**src/hw/rtl/fcd_pkg.sv**
```systemverilog
// Package with the FNV-1a constants, opcode type and hash step shared by the detector.
`timescale 1ns / 1ps

package fcd_pkg;

    localparam logic [31:0] FNV_BASIS = 32'd2166136261;
    localparam logic [31:0] FNV_PRIME = 32'd16777619;

    typedef enum logic {
        OP_FRAME = 1'b0,
        OP_FORCE = 1'b1
    } opcode_t;

    // The prime is 2^24 + 2^8 + 0x93, so the product is a sum of six shifted copies.
    // The sum wraps modulo 2^32, as the hash requires.
    function automatic logic [31:0] fnv_mul(input logic [31:0] h);
        return (h << 24) + (h << 8) + (h << 7) + (h << 4) + (h << 1) + h;
    endfunction

    function automatic logic [31:0] fnv_step(input logic [31:0] h, input logic [7:0] b);
        return fnv_mul(h ^ {24'd0, b});
    endfunction

endpackage

```
**src/hw/rtl/frame_change_detector_unit.sv**
```systemverilog
// Frame change detector: FNV-1a hash over a byte stream with a flush decision per frame.
`timescale 1ns / 1ps
// A word accepted on s_ passes the input register, then the hash and compare step into
// the result register, before its result shows on m_.
// Throughput: one word per cycle while m_ is not blocked, carried by the hash feedback
// through the shift-add multiplier. Only words with tuser = 0 and tlast = 1 give a result.
// Reset (aresetn low, synchronous) empties both registers, loads the offset basis into
// the running hash, clears the stored hash and sets the force flag.

module frame_change_detector_unit (
    input  logic                  aclk,
    input  logic                  aresetn,
    input  logic                  s_tvalid,
    output logic                  s_tready,
    input  logic [7:0]            s_tdata,   // [7:0] frame_byte
    input  logic                  s_tlast,   // last_byte
    input  logic                  s_tuser,   // [0] opcode
    output logic                  m_tvalid,
    input  logic                  m_tready,
    output logic [31:0]           m_tdata,   // [31:0] frame_hash
    output logic                  m_tuser    // [0] flush
);
    import fcd_pkg::*;

    logic        in_valid_reg;
    opcode_t     in_op_reg;
    logic [7:0]  in_byte_reg;
    logic        in_last_reg;

    logic [31:0] running_hash_reg, running_hash_next;
    logic [31:0] last_flushed_hash_reg, last_flushed_hash_next;
    logic        force_pending_reg, force_pending_next;

    logic        out_valid_reg, out_valid_next;
    logic        out_flush_reg, out_flush_next;
    logic [31:0] out_hash_reg, out_hash_next;

    logic        advance;
    logic        out_load;
    logic [31:0] hash_step;
    logic        flush_now;

    // The stage advances when the result register is free or being emptied.
    assign advance  = !out_valid_reg || m_tready;
    assign s_tready = !in_valid_reg || advance;

    assign hash_step = fnv_step(running_hash_reg, in_byte_reg);
    assign flush_now = force_pending_reg || (hash_step != last_flushed_hash_reg);
    assign out_load  = in_valid_reg && advance && (in_op_reg == OP_FRAME) && in_last_reg;

    always_comb begin
        running_hash_next      = running_hash_reg;
        last_flushed_hash_next = last_flushed_hash_reg;
        force_pending_next     = force_pending_reg;
        out_valid_next         = out_valid_reg && !m_tready;
        out_flush_next         = out_flush_reg;
        out_hash_next          = out_hash_reg;
        if (in_valid_reg && advance) begin
            case (in_op_reg)
                OP_FORCE: begin
                    force_pending_next = 1'b1;
                end
                OP_FRAME: begin
                    if (in_last_reg) begin
                        running_hash_next = FNV_BASIS;
                        out_valid_next    = 1'b1;
                        out_flush_next    = flush_now;
                        out_hash_next     = hash_step;
                        if (flush_now) begin
                            last_flushed_hash_next = hash_step;
                            force_pending_next     = 1'b0;
                        end
                    end else begin
                        running_hash_next = hash_step;
                    end
                end
                default: begin
                    force_pending_next = force_pending_reg;
                end
            endcase
        end
    end

    always_ff @(posedge aclk) begin
        if (!aresetn) begin
            in_valid_reg          <= 1'b0;
            out_valid_reg         <= 1'b0;
            running_hash_reg      <= FNV_BASIS;
            last_flushed_hash_reg <= 32'd0;
            force_pending_reg     <= 1'b1;
        end else begin
            if (s_tready) begin
                in_valid_reg <= s_tvalid;
            end
            out_valid_reg         <= out_valid_next;
            running_hash_reg      <= running_hash_next;
            last_flushed_hash_reg <= last_flushed_hash_next;
            force_pending_reg     <= force_pending_next;
        end
    end

    always_ff @(posedge aclk) begin
        if (s_tready && s_tvalid) begin
            in_op_reg   <= opcode_t'(s_tuser);
            in_byte_reg <= s_tdata;
            in_last_reg <= s_tlast;
        end
        out_flush_reg <= out_flush_next;
        out_hash_reg  <= out_hash_next;
    end

    assign m_tvalid = out_valid_reg;
    assign m_tuser  = out_flush_reg;
    assign m_tdata  = out_hash_reg;

    // Every completed frame restarts the hash at the offset basis.
    a_restart_after_frame: assert property (@(posedge aclk) disable iff (!aresetn)
        out_load |=> running_hash_reg == FNV_BASIS)
        else $error("running hash not restarted after a frame");

    // A flush consumes any pending force request.
    a_flush_clears_force: assert property (@(posedge aclk) disable iff (!aresetn)
        out_load && flush_now |=> !force_pending_reg)
        else $error("force flag still set after a flush");

    // A skipped frame must match the hash of the frame last sent.
    a_skip_matches: assert property (@(posedge aclk) disable iff (!aresetn)
        m_tvalid && !m_tuser |-> m_tdata == last_flushed_hash_reg)
        else $error("skipped frame hash differs from stored hash");

    // Input stalls only when both registers hold a word and the output is blocked.
    a_stall_cause: assert property (@(posedge aclk) disable iff (!aresetn)
        !s_tready |-> in_valid_reg && out_valid_reg && !m_tready)
        else $error("input stalled without a blocked result");

endmodule
```
**config.mk**
```make
export PLATFORM = sky130hd
export DESIGN_NAME = frame_change_detector_unit
export DESIGN_NICKNAME = d
export VERILOG_FILES = /design/src/hw/rtl/fcd_pkg.sv /design/src/hw/rtl/frame_change_detector_unit.sv
export SDC_FILE = /design/constraint.sdc
export NUM_CORES = 1
export LEC_CHECK = 0
export BUFFER_PORTS_ARGS = -buffer_cell sky130_fd_sc_hd__buf_2
export CAP_MARGIN = 10
export CORE_MARGIN = 3
export CORE_UTILIZATION = 45
export CTS_CLUSTER_DIAMETER = 30
export DETAILED_ROUTE_END_ITERATION = 8
export GPL_TIMING_DRIVEN = 0
export HOLD_SLACK_MARGIN = 0.05
export PLACE_DENSITY = 0.63
export SLEW_MARGIN = 20
export SYNTH_ARGS = -nofsm -noshare
export SYNTH_HDL_FRONTEND = slang
export SYNTH_SLANG_ARGS = --single-unit
```
**constraint.sdc**
```tcl
create_clock -name aclk -period 7.6 [get_ports aclk]
set_clock_uncertainty 0.15 [all_clocks]
set_input_delay 0.38 -clock aclk [delete_from_list [all_inputs] [get_ports aclk]]
set_output_delay 0.38 -clock aclk [all_outputs]
set_load 0.02 [all_outputs]
```
==> reports/qor.txt, run 1 <==
Post-Synth Simple-Gate Area - 10.4%
worst setup margin - 0.698 ns
share of cells above drive strength 1 - 10.2%
CTS Hold Bufs - 10
Ys Warns - 0
TritonCTS Buffers - 9
Clock transition at path regs - 0.08 ns
Hold WC Path Type - in2reg
setup TNS - 0 ns
Hold Violations, Final - 0
Slew Limit Fails - 0
Synth Area in XOR/XNOR - 9.56%
Post-route DRC - 0
die footprint - 0.0212 mm2
Async SR Flop Fraction - 0%
port buffer count - 48
RSZ-0062 raised after global routing - no
DRT iter0 DRCs - 524
via count - 6,709
Worst slew margin - 26.3%
first-pass GRT wire length - 37.1 mm
DRT antenna net count - 0
Post-Syn Nets - 1,057
CTS tree - done
Cell Area, Synth - 0.00876 mm2
Vias/cell - 5.41
Post-Synth Adder-Cell Area - 26.3%
I/O pin total - 49
largest net degree at the start of global routing - 43
register area share after synthesis - 30.1%
# diodes - 0
Worst EP arrival - 7.04 ns
initial antenna violation count - 0
MaxCap Viol Count - 0
Crit Path Class - reg2reg
ys flop type - dfxtp_1
DPL Wire Length - 17.9 mm
Initial Util - 46.4%
H-tree levels - 3
Congestion Overflow GR - 0
cell area after placement - 0.00934 mm2
complex-gate fraction of the synthesized area - 15.0%
postcts setup bufs - 0
wire length per cell - 18.4 um
post-synth cell types - 72
synthesized instance count - 906
Worst Setup End Kind - flop
WP data required - 7.74 ns
worst-path maximum fanout - 10
Area Growth Syn to Fin - 11.4%
Max clock buf depth - 2
EDFF count, synth - 43
fin crit period - 6.90 ns
Post-CTS Resized - 0
DRT Pass-1 Iters - 5
FP Rows - 50
largest family of logic cells by synthesized area - adder cells
Clock Root Buffer - clkbuf_16
Worst Setup Start Kind - flop
CTS sink count - 110
Finished Cell Area - 0.00976 mm2
most common cell after layout, fill and taps aside - inv_1
Yosys reg bits - 110
Period Utilization, post-route - 90.8%
Die W - 146 um
fmax - 145 MHz
Final Setup Violations - 0
Clock Latency Late Sink - 0.37 ns
worst slack, placed - 0.721 ns
status - finished clean
Slew @ Worst Pin - 1.10 ns
final estimated routing congestion in global placement - 0.962
GRT Util Overall - 22.4%
vias in the first global route - 6,776
Layout Utilization - 51.6%
Core ar. - 0.0189 mm2
commonest cells after routing, fill and taps aside - 144 x inv_1, 78 x fa_1, 73 x a21oi_1, 67 x dfxtp_1, 59 x ha_1
Die Span Y - 146 um
Avg Cell Area, Syn - 9.67 um2
Nets - 1,126
final WL - 22.9 mm
mux cell area share after synthesis - 0.114%
## worst paths after layout
path,start,to,slack [ns],cells after the start
setup / recovery,in_byte_reg[1]$_DFFE_PP_,last_flushed_hash_reg[18]$_SDFFE_PN0P_,0.70,20
hold / removal,aresetn,force_pending_reg$_SDFFE_PN1P_,0.1,2
setup reg to reg,in_byte_reg[1]$_DFFE_PP_,last_flushed_hash_reg[18]$_SDFFE_PN0P_,0.70,20
hold reg to reg,running_hash_reg[1]$_SDFFE_PN0P_,running_hash_reg[1]$_SDFFE_PN0P_,0.33,2
## critical path, cell delays in order, from the launching register on
cell	delay (ns)
edfxtp_1	0.39
xnor2_1	0.80
inv_1	0.32
fa_1	0.57
inv_1	0.06
fa_1	0.38
inv_1	0.07
fa_1	0.42
ha_1	0.29
buf_2	0.17
a21oi_1	0.13
nand2_1	0.08
o21a_1	0.22
a21o_1	0.25
a211oi_1	0.84
xnor2_1	0.22
o2111ai_2	0.20
nor4_4	0.38
clkbuf_1	0.54
o21ai_0	0.18
a21oi_1	0.17
## per-stage QoR
stage	hold WS (ns)	instances
after global placement	0.304	1214
after CTS	0.0922	1240
after floorplan	0.294	906
final	0.0966	1240
after global routing	0.0941	1240
after detailed placement	0.310	1214
## routing by layer
metal	routed length [um]	GRT usage (%)
met5	0	0
met2	10400	35.3
met1	9980	30.9
met4	697	7.41
met3	1760	5.08
## cell families after synthesis
family          count (synthesis)
simple gates                  189
fa+ha+maj                     137
compound gates                203
buf+inv                       189
flops                         110
xor+xnor                       77
mux                             1
## area by class of cell
cell class                      instances  area [um2]
Multi-Input combinational cell        607        5390
Clock inverter                          7        90.1
Inverter                              147         554
Timing Repair Buffer                   58         340
Fill cell                            1845        9140
Clock buffer                            9         225
Tap cell                              260         325
Buffer                                 42         199
Sequential cell                       110        2630
## cells in the mapped netlist, drive strengths merged (5+ instances only)
master	count	area [um2]
xnor3	8	180
o211ai	14	110
xnor2	38	333
a22oi	14	105
nor2	46	173
nand3b	5	37.5
nor4	5	46.3
xor2	28	253
a211oi	6	67.6
nand2	53	199
nand3	35	175
fa	78	1560
clkbuf	28	105
inv	146	551
a21o	10	75.1
o21ai	50	250
dfxtp	67	1340
ha	59	738
nor3	18	90.1
o21a	6	45.0
buf	14	90.1
a21oi	74	374
edfxtp	43	1290
nand4	8	50.1
Power of run 1 is not shown: default switching activity piles up to over one toggle a cycle in this logic, so the estimate is an artifact.
==> run 2: changes to the inputs <==
CORE_MARGIN = 1.5   (was 3)
CORE_UTILIZATION = 55   (was 45)
PLACE_DENSITY = 0.74   (was 0.63)
==> run 2 against run 1 <==
Final cell count down 4.0%. Via count up 2.7%. First-iteration DRC count down 16%. Hold slack worse by 0.0059 ns. Count of clock-buffer cells in the layout unchanged. Critical path type unchanged. Maximum frequency down 0.14%. Global-route usage up 6.6 points. Sequential share of layout area up 0.13 points. Utilization up 12 points. Critical path depth down 3. Flip-flop and latch count unchanged. Wire length about the same.
==> reports/qor.txt, run 2 (same netlist as run 1, synthesis figures left out) <==
most common cell after layout, fill and taps aside - inv_1
RSZ-0062 raised after global routing - no
port buffer count - 48 (unchanged)
Crit Path Class - reg2reg
Congestion Overflow GR - 0 (unchanged)
Worst slew margin - 28.1% (+1.8 points)
fin crit period - 6.91 ns (+0.00940 ns)
RR Startpoint - in_byte_reg[0]$_DFFE_PP_
MaxCap Viol Count - 0 (unchanged)
Die W - 129 um (-11%)
H-tree levels - 3 (unchanged)
Die Span Y - 129 um (-11%)
WP data required - 7.74 ns (about the same)
status - finished clean
DRT Pass-1 Iters - 5 (unchanged)
WHS - 0.0908 ns (-0.00585 ns)
GRT Util Overall - 29.1% (+6.6 points)
Initial Util - 57.0% (+11 points)
CTS tree - done
CP startpoint - in_byte_reg[0]$_DFFE_PP_
DRT iter0 DRCs - 440 (-16%)
worst-path maximum fanout - 10 (unchanged)
DRT antenna net count - 0 (unchanged)
share of cells above drive strength 1 - 10.2% (unchanged)
setup TNS - 0 ns (unchanged)
Hold WC Path Type - in2reg
Slew Limit Fails - 0 (unchanged)
initial antenna violation count - 0 (unchanged)
final estimated routing congestion in global placement - 0.942 (-2.0%)
CTS sink count - 110 (unchanged)
vias in the first global route - 6,836 (+0.89%)
r2r endpoint - last_flushed_hash_reg[14]$_SDFFE_PN0P_
worst setup margin - 0.688 ns (-0.00940 ns)
postcts setup bufs - 0 (unchanged)
DPL Wire Length - 17.5 mm (-2.1%)
Clock Latency Late Sink - 0.37 ns (about the same)
Area Growth Syn to Fin - 10.9%
Final Setup Violations - 0 (unchanged)
commonest cells after routing, fill and taps aside - 144 x inv_1, 78 x fa_1, 73 x a21oi_1, 67 x dfxtp_1, 59 x ha_1
Clock transition at path regs - 0.08 ns (about the same)
met1 WL - 9.82 mm (-1.5%)
Clock Root Buffer - clkbuf_16
Core ar. - 0.0154 mm2 (-19%)
wire length per cell - 19.2 um (+4.1%)
Period Utilization, post-route - 90.9% (+0.12 points)
# diodes - 0 (unchanged)
via count - 6,892 (+2.7%)
I/O pin total - 49 (unchanged)
met2 WL - 10.7 mm (+2.6%)
largest net degree at the start of global routing - 43 (unchanged)
reg2reg path depth - 17 (-15%)
Hold Violations, Final - 0 (unchanged)
r2r setup slk - 0.69 ns (about the same)
Max clock buf depth - 2 (unchanged)
Post-route DRC - 0 (unchanged)
metal3 WL - 1.49 mm (-15%)
Worst EP arrival - 7.06 ns (+0.02 ns)
Worst Setup Start Kind - flop
Slew @ Worst Pin - 1.07 ns (-0.0315 ns)
FP Rows - 45 (-10%)
die footprint - 0.0167 mm2 (-21%)
Setup crit end - last_flushed_hash_reg[14]$_SDFFE_PN0P_
fmax - 145 MHz (-0.14%)
Nets - 1,126 (unchanged)
first-pass GRT wire length - 36.0 mm (-2.9%)
worst slack, placed - 0.801 ns (+0.0809 ns)
TritonCTS Buffers - 9 (unchanged)
Worst Setup End Kind - flop
Vias/cell - 5.79 (+7.0%)
final WL - 22.9 mm (about the same)
highest metal used - met4
==> run 2: final cells by class <==
cell class	instances	area (um2)
inverter	147	554
tap	211	264
timing repair buffer	58	340
buffer	42	199
clock inverter	7	105
sequential	110	2630
fill	1296	5660
multi-input combinational	607	5390
clock buffer	9	225
==> run 2: worst min path at each step <==
stage                                                 from                               end  slack [ns]  cells after the start
after floorplan           running_hash_reg[3]$_SDFFE_PN0P_  running_hash_reg[3]$_SDFFE_PN0P_        0.29                      2
after global placement    running_hash_reg[4]$_SDFFE_PN0P_  running_hash_reg[4]$_SDFFE_PN0P_        0.30                      2
after detailed placement  running_hash_reg[4]$_SDFFE_PN0P_  running_hash_reg[4]$_SDFFE_PN0P_        0.31                      2
after CTS                                          aresetn    force_pending_reg$_SDFFE_PN1P_        0.08                      2
after global routing                               aresetn    force_pending_reg$_SDFFE_PN1P_        0.10                      2
final                                              aresetn    force_pending_reg$_SDFFE_PN1P_        0.09                      2
==> run 2: metrics by stage <==
| stage | util (%) | cells | area, um2 |
|---|---|---|---|
| final | 63.2 | 1191 | 9710 |
| after floorplan | - | 906 | 8760 |
| after global routing | 63.2 | 1191 | 9710 |
| after CTS | 63.1 | 1191 | 9700 |
| after global placement | 60.3 | 1165 | 9260 |
| after detailed placement | 60.3 | 1165 | 9270 |
==> run 2: critical path, cell delays in order (launching register included) <==
cell,delay (ns)
edfxtp_1,0.43
xor2_1,0.70
inv_1,0.31
fa_1,0.53
fa_1,0.52
fa_1,0.54
inv_1,0.05
ha_1,0.29
clkbuf_1,0.34
nor3_1,0.11
a2111o_1,0.39
a211oi_1,0.77
xnor2_1,0.21
o2111ai_2,0.19
nor4_4,0.38
clkbuf_1,0.55
o21ai_0,0.19
a21oi_1,0.17
==> run 2: timing repair <==
| item | 4_1_cts | 5_1_grt |
|---|---|---|
| setup endpoints to repair | 0 | 0 |
| gates resized for setup | 0 | 0 |
| endpoints found under the hold margin | 10 | 0 |
| hold buffers | 10 | 0 |
==> run 2: metal layers <==
layer / vias to the layer above / global-route usage [%]
li1: 3189 / -
met1: 3386 / 38.1
met2: 270 / 47.7
met3: 47 / 5.53
met4: 0 / 12.0
met5: - / 0
Power of run 2 is left out for the same reason.
==> run 3: changes to the inputs <==
CELL_PAD_IN_SITES_DETAIL_PLACEMENT = 0   (was unset)
CELL_PAD_IN_SITES_GLOBAL_PLACEMENT = 2   (was unset)
CORE_UTILIZATION = 40   (was 55)
PLACE_DENSITY = 0.82   (was 0.74)
==> run 3 against run 2 <==
Die area is 37% higher. Hold slack worse by 0.0048 ns. Count of clock-buffer cells in the layout stayed put. Sequential share of layout area is 0.22 points lower. Largest cell class unchanged. Maximum frequency is 0.97% lower. Utilization is 17 points lower. Wire length is 11% higher. Global-route usage is 5.3 points lower.
==> reports/qor.txt, run 3 (same netlist as run 1, synthesis figures left out) <==
Worst Setup End Kind - flop
fmax - 143 MHz (-0.97%)
CTS sink count - 110 (unchanged)
Nets - 1,126 (unchanged)
fin crit period - 6.98 ns (+0.0678 ns)
crit path cell chain - xor2_1, inv_1, fa_1, fa_1, fa_1, inv_1, ha_1, clkbuf_1, nand2_1, o31ai_1, o31ai_1, a31oi_2, xor2_2, xnor2_1, o2111ai_2, nor4_4, clkbuf_1, o21ai_0, a21oi_1
vias in the first global route - 6,699 (-2.0%)
die footprint - 0.0228 mm2 (+37%)
Worst EP arrival - 7.12 ns (+0.06 ns)
commonest cells after routing, fill and taps aside - 144 x inv_1, 78 x fa_1, 73 x a21oi_1, 67 x dfxtp_1, 59 x ha_1
Die W - 151 um (+17%)
Period Utilization, post-route - 91.8% (+0.89 points)
Die Span Y - 151 um (+17%)
Initial Util - 41.3% (-16 points)
wire length per cell - 20.2 um (+5.2%)
# diodes - 0 (unchanged)
final WL - 25.3 mm (+11%)
CTS tree - done
TritonCTS Buffers - 9 (unchanged)
Slew @ Worst Pin - 1.21 ns (+0.136 ns)
Crit Path Class - reg2reg
FP Rows - 53 (+18%)
largest net degree at the start of global routing - 43 (unchanged)
cell area after placement - 0.00936 mm2 (+0.94%)
final estimated routing congestion in global placement - 0.862 (-8.5%)
Worst slew margin - 19.0% (-9.1 points)
Clock Root Buffer - clkbuf_16
Hold Violations, Final - 0 (unchanged)
status - finished clean
Vias/cell - 5.34 (-7.7%)
WP data required - 7.74 ns (about the same)
delay of the slowest cell on the worst path - 0.75 ns (-0.02 ns)
Clock transition at path regs - 0.09 ns (about the same)
DPL Wire Length - 19.7 mm (+12%)
Congestion Overflow GR - 0 (unchanged)
hold path start - s_tvalid
RSZ-0062 raised after global routing - no
Clock Latency Late Sink - 0.38 ns (about the same)
fillers - 2,113 (+63%)
MaxCap Viol Count - 0 (unchanged)
share of cells above drive strength 1 - 10.3% (+0.10 points)
delay-heaviest family, CP - adder cells
worst-path maximum fanout - 10 (unchanged)
DRT antenna net count - 0 (unchanged)
first-pass GRT wire length - 39.4 mm (+9.5%)
Core ar. - 0.0212 mm2 (+38%)
cell repeated most along the worst path - fa_1
CP startpoint - in_byte_reg[0]$_DFFE_PP_
Max clock buf depth - 2 (unchanged)
via count - 6,704 (-2.7%)
WHS - 0.0860 ns (-0.00483 ns)
setup TNS - 0 ns (unchanged)
DRT Pass-1 Iters - 5 (unchanged)
Finished Cell Area - 0.00979 mm2 (+0.81%)
most common cell after layout, fill and taps aside - inv_1
Area Growth Syn to Fin - 11.8%
Final Setup Violations - 0 (unchanged)
RR Startpoint - in_byte_reg[0]$_DFFE_PP_
Post-route DRC - 0 (unchanged)
H-tree levels - 3 (unchanged)
Hold WC Path Type - in2reg
slowest CP cell - xor2_1
GRT Util Overall - 23.8% (-5.3 points)
port buffer count - 48 (unchanged)
I/O pin total - 49 (unchanged)
Slew Limit Fails - 0 (unchanged)
initial antenna violation count - 0 (unchanged)
CP Buf/Inv Count - 4 (unchanged)
Worst Setup Start Kind - flop
DRT iter0 DRCs - 432 (-1.8%)
run 3: cell types whose count changed in the layout (fill, tap and decap cells not counted):
cell	delta
clkinv_8	-1
xnor2_1	-1
inv_6	-1
clkinv_4	-1
inv_8	+2
xnor2_2	+1
bufinv_16	-1
inv_12	+2
run 3: worst reg2reg max path, cell delays in order (launching register included):
cell and delay (ns):
edfxtp_1 0.44, xor2_1 0.75, inv_1 0.34, fa_1 0.54, fa_1 0.51, fa_1 0.51
inv_1 0.04, ha_1 0.30, clkbuf_1 0.34, nand2_1 0.11, o31ai_1 0.44, o31ai_1 0.16
a31oi_2 0.26, xor2_2 0.38, xnor2_1 0.21, o2111ai_2 0.18, nor4_4 0.38, clkbuf_1 0.49
o21ai_0 0.20, a21oi_1 0.17
run 3: routing by layer:
metal,track usage (%),wire length [um],part of all wire [%],vias up
li1,-,-,-,3192
met1,33.8,11900,47,3355
met2,38.1,12000,47,129
met3,3.25,1000,4.0,28
met4,6.46,503,2.0,0
met5,0,0,0,-
run 3: layout make-up:
class	count	area [um2]	area share [%]
repair buffers	58	340	3.48
multi-input cells	607	5400	55.1
inverters	147	554	5.66
clock buffers	9	225	2.30
plain buffers	42	199	2.03
well taps	275	344	3.51
clock inverters	7	96.3	0.984
flip-flops and latches	110	2630	26.9
run 3: worst paths after layout:
kind	to	depth (start not counted)	slack [ns]
worst max-delay path	last_flushed_hash_reg[16]$_SDFFE_PN0P_	19	0.62
worst min-delay path	in_valid_reg$_SDFFE_PN0N_	3	0.09
worst max register to register	last_flushed_hash_reg[16]$_SDFFE_PN0P_	19	0.62
worst min register to register	running_hash_reg[4]$_SDFFE_PN0P_	2	0.32
run 3: timing repair:
action                                 4_1_cts  5_1_grt
endpoints found under the hold margin       10        0
setup buffers                                0        0
hold buffers                                10        0
resized for setup                            0        0
run 3: stage by stage:
| step | utilization, % | cells | setup slack (ns) |
|---|---|---|---|
| global route | 46.1 | 1255 | 0.341 |
| detailed placement | 44.1 | 1229 | 0.574 |
| floorplan | - | 906 | 2.24 |
| global placement | 44.0 | 1229 | 0.600 |
| CTS | 46.1 | 1255 | 0.513 |
| finish | 46.1 | 1255 | 0.621 |
Power of run 3 is left out for the same reason.
